## config.mk

```make
export PLATFORM = sky130hd
export DESIGN_NAME = mp2_ram
export DESIGN_NICKNAME = d
export VERILOG_FILES = /design/src/rtl/mp2_ram.sv
export SDC_FILE = /design/constraint.sdc
export NUM_CORES = 2
export LEC_CHECK = 0
export BUFFER_PORTS_ARGS = -buffer_cell sky130_fd_sc_hd__buf_4
export CORE_MARGIN = 3
export CORE_UTILIZATION = 45
export CTS_BUF_LIST = sky130_fd_sc_hd__clkbuf_16
export DETAILED_ROUTE_END_ITERATION = 12
export MAX_ROUTING_LAYER = met4
export PLACE_DENSITY_LB_ADDON = 0.15
export SYNTH_ARGS = -nofsm -noshare
export SYNTH_HDL_FRONTEND = slang
export SYNTH_SLANG_ARGS = --single-unit
```

## constraint.sdc

```tcl
create_clock -name aclk -period 2.98 [get_ports aclk]
set_input_delay 0.298 -clock aclk [delete_from_list [all_inputs] [get_ports aclk]]
set_output_delay 0.298 -clock aclk [all_outputs]
set_load 0.1 [all_outputs]
```

## src/rtl/mp2_ram.sv

```systemverilog
// ----------------------------------------------------------------------------
// mp2_ram
// Simple dual-port RAM, one write and one read port, registered read data.
// ----------------------------------------------------------------------------
module mp2_ram #(
    parameter int WIDTH = 8,
    parameter int DEPTH = 256
) (
    input  logic                     aclk,
    input  logic                     wr_en,
    input  logic [$clog2(DEPTH)-1:0] wr_addr,
    input  logic [WIDTH-1:0]         wr_data,
    input  logic                     rd_en,
    input  logic [$clog2(DEPTH)-1:0] rd_addr,
    output logic [WIDTH-1:0]         rd_data
);

    logic [WIDTH-1:0] mem [DEPTH];

    always_ff @(posedge aclk) begin
        if (wr_en) begin
            mem[wr_addr] <= wr_data;
        end
    end

    // read returns the old contents on a same-cycle write
    always_ff @(posedge aclk) begin
        if (rd_en) begin
            rd_data <= mem[rd_addr];
        end
    end

endmodule

```

Word level (Yosys, flattened, before mapping)
Memory sizes are Yosys's and may differ from the RTL's. A register that Yosys moved wholly into a read port is not among the register bits.
Index checks and enable logic that the tools add are counted.
Word-level totals
  flip-flop bits (word level): 0
  memory bits (writable): 2048
  input port bits: 27
  output and inout port bits: 8
  logic and storage cells: 3
  memories: 1
Operators by class
  multiplexer cells: 2
Memory list
  mem: words 256, bits a word 8, rd ports 1, clocked after Yosys merged registers in 1, write ports 1, line 18  | logic [WIDTH-1:0] mem [DEPTH];
Operators by type and width (count)
  $mux W1: 2

Logic depth before layout (Yosys ltp)
  depth after elaboration: 2
  gate-level depth with buffers: 11
  mapped depth without buffers: 6

Worst setup path after synthesis
No wires, ideal clock.
  path type: input to register
  start point: input port rd_addr[0]
  end point: register rd_data[2] (read register of mem), data pin
  setup time: 0.269 ns
  arrival: 2.105 ns
  data required time: 2.711 ns
  path slack: 0.606 ns
  stages on the path: 9
  buffers on the path: 4
  path through: buf_6 -> buf_12 -> buf_8 -> buf_2 -> mux4_2 -> a22oi_1 -> a21oi_1 -> nor4_1 -> nor4_2
RTL lines
  start, declared: line 14  | input logic [$clog2(DEPTH)-1:0] rd_addr,
  end, declared: line 15  | output logic [WIDTH-1:0] rd_data

==> results.md <==
- Worst hold path depth: 1
- Post-synthesis cell type count: 54
- CP Max Fanout: 1
- Status: completed
- Via/cell ratio: approximately 5.9
- Post-DP Area: 0.0867 mm²
- Clock root cell: clkbuf_16
- Mux share of post-synthesis cell area: ~15%
- Final ANT Viol Nets: 0
- Initial Utilization: 45.5%
- Placeable Area: 0.175 mm²
- Maximum Capacitance Violations: 0
- Simple-gate portion of the synthesized area: under 10%
- Post-Synth XOR/XNOR Area: 0%
- Slowest-stage cell, CP: a211oi_1
- Vias in the first global route: 40.5k
- Drt drc: 0
- Hold Crit Start: wr_data[6]
- Post-synthesis sequential area ratio: between 70% and 80%
- Antenna violations before repair: 11
- Logic pwr share: roughly 5.6%
- Synth Flop Type: edfxtp_1
- CTS sink count: 2056
- Mean Syn Cell Area: roughly 21 µm²
- #FFs+latches synth: 2056
- Yosys warns: 0
- Min cycle time layout: 2.84 ns
- Final setup viols: 0
- Hold crit path type: primary input to flip-flop
- Area grow syn2layout: 17.1%
- Clock tree from TritonCTS: yes
- Die ar.: 0.182 mm²
- Mapped Cells: 3733
- Die width: 427 µm
- Slew HR: 35.9%
- Fin. Hold Viols: 0
- Critical Path RT: 3.52 ns
- Pwr Density: 643 mW/mm²
- Routed Wire Length: 207 mm
- P_sw: around 13 mW
- Largest family of logic cells by synthesized area: multiplexers
- Seq pwr share: between 50 and 60%
- # IOs: 35
- Most used cell, CP: buf_4
- Rows: roughly 150
- EDFF count, synth: slightly above 2k
- RSZ-0062 raised after global routing: false
- Vias: 40.1k
- Final GP Congestion: 0.831
- Worst-path cell chain: mux4_2 > nand2b_1 > a311oi_1 > buf_4 > o221ai_1 > a211oi_1 > buf_4 > nor4_1
- Fin area: 0.0932 mm²
- Most frequent cells in the layout: edfxtp_1 (2056), buf_4 (532), mux4_2 (454), nor2_1 (279), clkbuf_16 (208)
- Clock tree buffer depth: 3
- R2R Path Start: mem[43][5]$_DFFE_PP_
- Compound-Gate Fraction of Synth Area: 3.42%
- Syn Nets: approximately 3.8k
- Number of post-CTS setup repair buffers: 0
- Setup skew after layout: around 0.030 ns
- Clk_lat worst skew: 0.83 ns
- Switching Share: 21.6%
- Crit path largest cell delay: 0.69 ns
- Int Pwr: 47.0 mW
- Largest net degree at the start of global routing: ~110
- Area share of fa/ha/maj cells after synthesis: 0%
- Final-stage net count: 4355
- Worst VDD drop: about 0.55 mV
- Post-synth ARST share: 0%
- Layout cells sized above 1: 30.5%
- Cts bufs inserted: roughly 200
- Pre-Repair DR Iteration Count: 5
- Total gr overflow: 0
- HPWL after DPL: 132 mm
- WHS: 0.00779 ns
- Die height: 427 µm
- Fmax: 0.352 GHz
- WL per Instance: 30.3 µm
- Worst path arrival time: about 3.4 ns
- Post-Syn Area: 0.0796 mm²
- Hold Path Sink: mem[89][6]$_DFFE_PP_
- First-pass GRT wire length: 298 mm
- Leakage power: 30.1 nW
- Starting DRT DRC Count: 4706
- Final period util: between 90% and 100%
- Commonest non-fill, non-tap cell in the layout: edfxtp_1
- H-tree depth: 4
- Max-slew violations: 0
- Crit path capture type: flip-flop
- Critical path startpoint category: flip-flop
- Worst reg-to-reg path cell count: 8
- Crit path kind: flip-flop to flip-flop
- R2R Path End: rd_data[5]$_DFFE_PP_
- Clk pwr share: 41.1%
- IO buf count: 34
- Clk pin slew, worst setup/hold paths: 0.06 ns
- GRT Total Usage: a little under a quarter
- Worst-Margin Slew: 0.962 ns
- R2R Setup Slk: 0.14 ns
-- cell families after synthesis --
kind of cell,Yosys count
AO/OA/AOI/OAI,385
buffers and inverters,235
flip-flops,2056
multiplexers,591
AND/OR/NAND/NOR,466
-- power by group through the flow --
stage	clock network, mW	registers [mW]	logic, mW
5_1_grt	26.3	31.9	3.55
4_1_cts	25.1	31.9	3.40
2_1_floorplan	0	32.6	1.55
3_3_place_gp	0	32.5	3.36
6_report	24.6	31.9	3.36
3_5_place_dp	0	32.5	3.39
-- repair_timing --
| action | CTS | global route |
|---|---|---|
| endpoints found under the hold margin | 407 | 0 |
| gates resized for setup | 1 | 0 |
| hold buffers | 8 | 0 |
| setup endpoints to repair | 1 | 0 |
-- synthesized netlist by cell type, types with 5 or more instances --
cell         n  area [µm²]
edfxtp_1  2056       61700
mux4_2     454       10200
nor2_1     282        1060
mux2i_1    134        1340
a22oi_1    133         998
clkbuf_1   111         417
a21oi_1     96         480
o221ai_1    46         403
nand3_1     34         170
nand2_1     33         124
buf_2       31         155
nor2b_1     31         194
o22ai_1     28         175
buf_4       27         203
nor4_1      24         150
buf_1       22        82.6
nor3_1      22         110
buf_6       21         236
a211oi_1    16         120
a221oi_1    13         114
buf_8       13         195
nand4_1     10        62.6
o211ai_1    10        75.1
o21ai_0     10        50.1
a22o_1       8        70.1
buf_12       8         160
nand2b_1     8        50.1
and2_1       6        37.5
o22a_1       5        43.8
-- worst max-delay path: cells and delay by family (launching register included) --
family | cells | cell delay, ns
AND/OR/NAND/NOR | 2 | 0.20
AO/OA/AOI/OAI | 3 | 1.12
buffers and inverters | 2 | 0.41
flip-flops | 1 | 0.35
multiplexers | 1 | 0.46
-- how the worst max path moves through the flow --
stage                                     from              endpoint  slack (ns)  cells after the start
after global placement              rd_addr[0]  rd_data[3]$_DFFE_PP_       -0.83                     11
after CTS                 mem[43][5]$_DFFE_PP_  rd_data[5]$_DFFE_PP_        0.05                      8
after detailed placement            rd_addr[0]  rd_data[3]$_DFFE_PP_       -0.86                     11
after floorplan                     rd_addr[0]  rd_data[2]$_DFFE_PP_        0.61                      9
after global routing      mem[35][5]$_DFFE_PP_  rd_data[5]$_DFFE_PP_        0.01                      8
final                     mem[43][5]$_DFFE_PP_  rd_data[5]$_DFFE_PP_        0.14                      8
-- final cells by class --
class,count,area (µm²)
antenna,1,2.50
clock buffer,208,5200
clock inverter,169,1200
fill,13600,81700
inverter,2,7.51
multi-input combinational,1442,16500
sequential,2056,61700
tap,2325,2910
timing repair buffer,621,5650
-- metrics by stage --
| step | TNS [ns] | instances | power [mW] | util, % | worst slack (ns) |
|---|---|---|---|---|---|
| 5_1_grt | 0 | 6823 | 61.8 | 53.3 | 0.0141 |
| 3_5_place_dp | -3.26 | 6438 | 35.9 | 49.6 | -0.863 |
| 2_1_floorplan | 0 | 3733 | 34.2 | - | 0.606 |
| 3_3_place_gp | -3.23 | 6438 | 35.9 | 49.6 | -0.831 |
| 6_report | 0 | 6824 | 59.9 | 53.3 | 0.136 |
| 4_1_cts | 0 | 6823 | 60.5 | 53.3 | 0.0484 |
-- registers in the layout (all words and copies together), names as in the netlist --
register,flops
rd_data,8
mem,2048
-- per-layer routing --
| layer | wire [µm] | global-route usage (%) | vias to the layer above |
|---|---|---|---|
| met2 | 99000 | 36.0 | 1382 |
| li1 | - | - | 16900 |
| met5 | 0 | - | - |
| met3 | 13700 | 3.62 | 293 |
| met1 | 89000 | 33.8 | 21500 |
| met4 | 4980 | 5.92 | 0 |
Power figures use the tool's default switching activity.
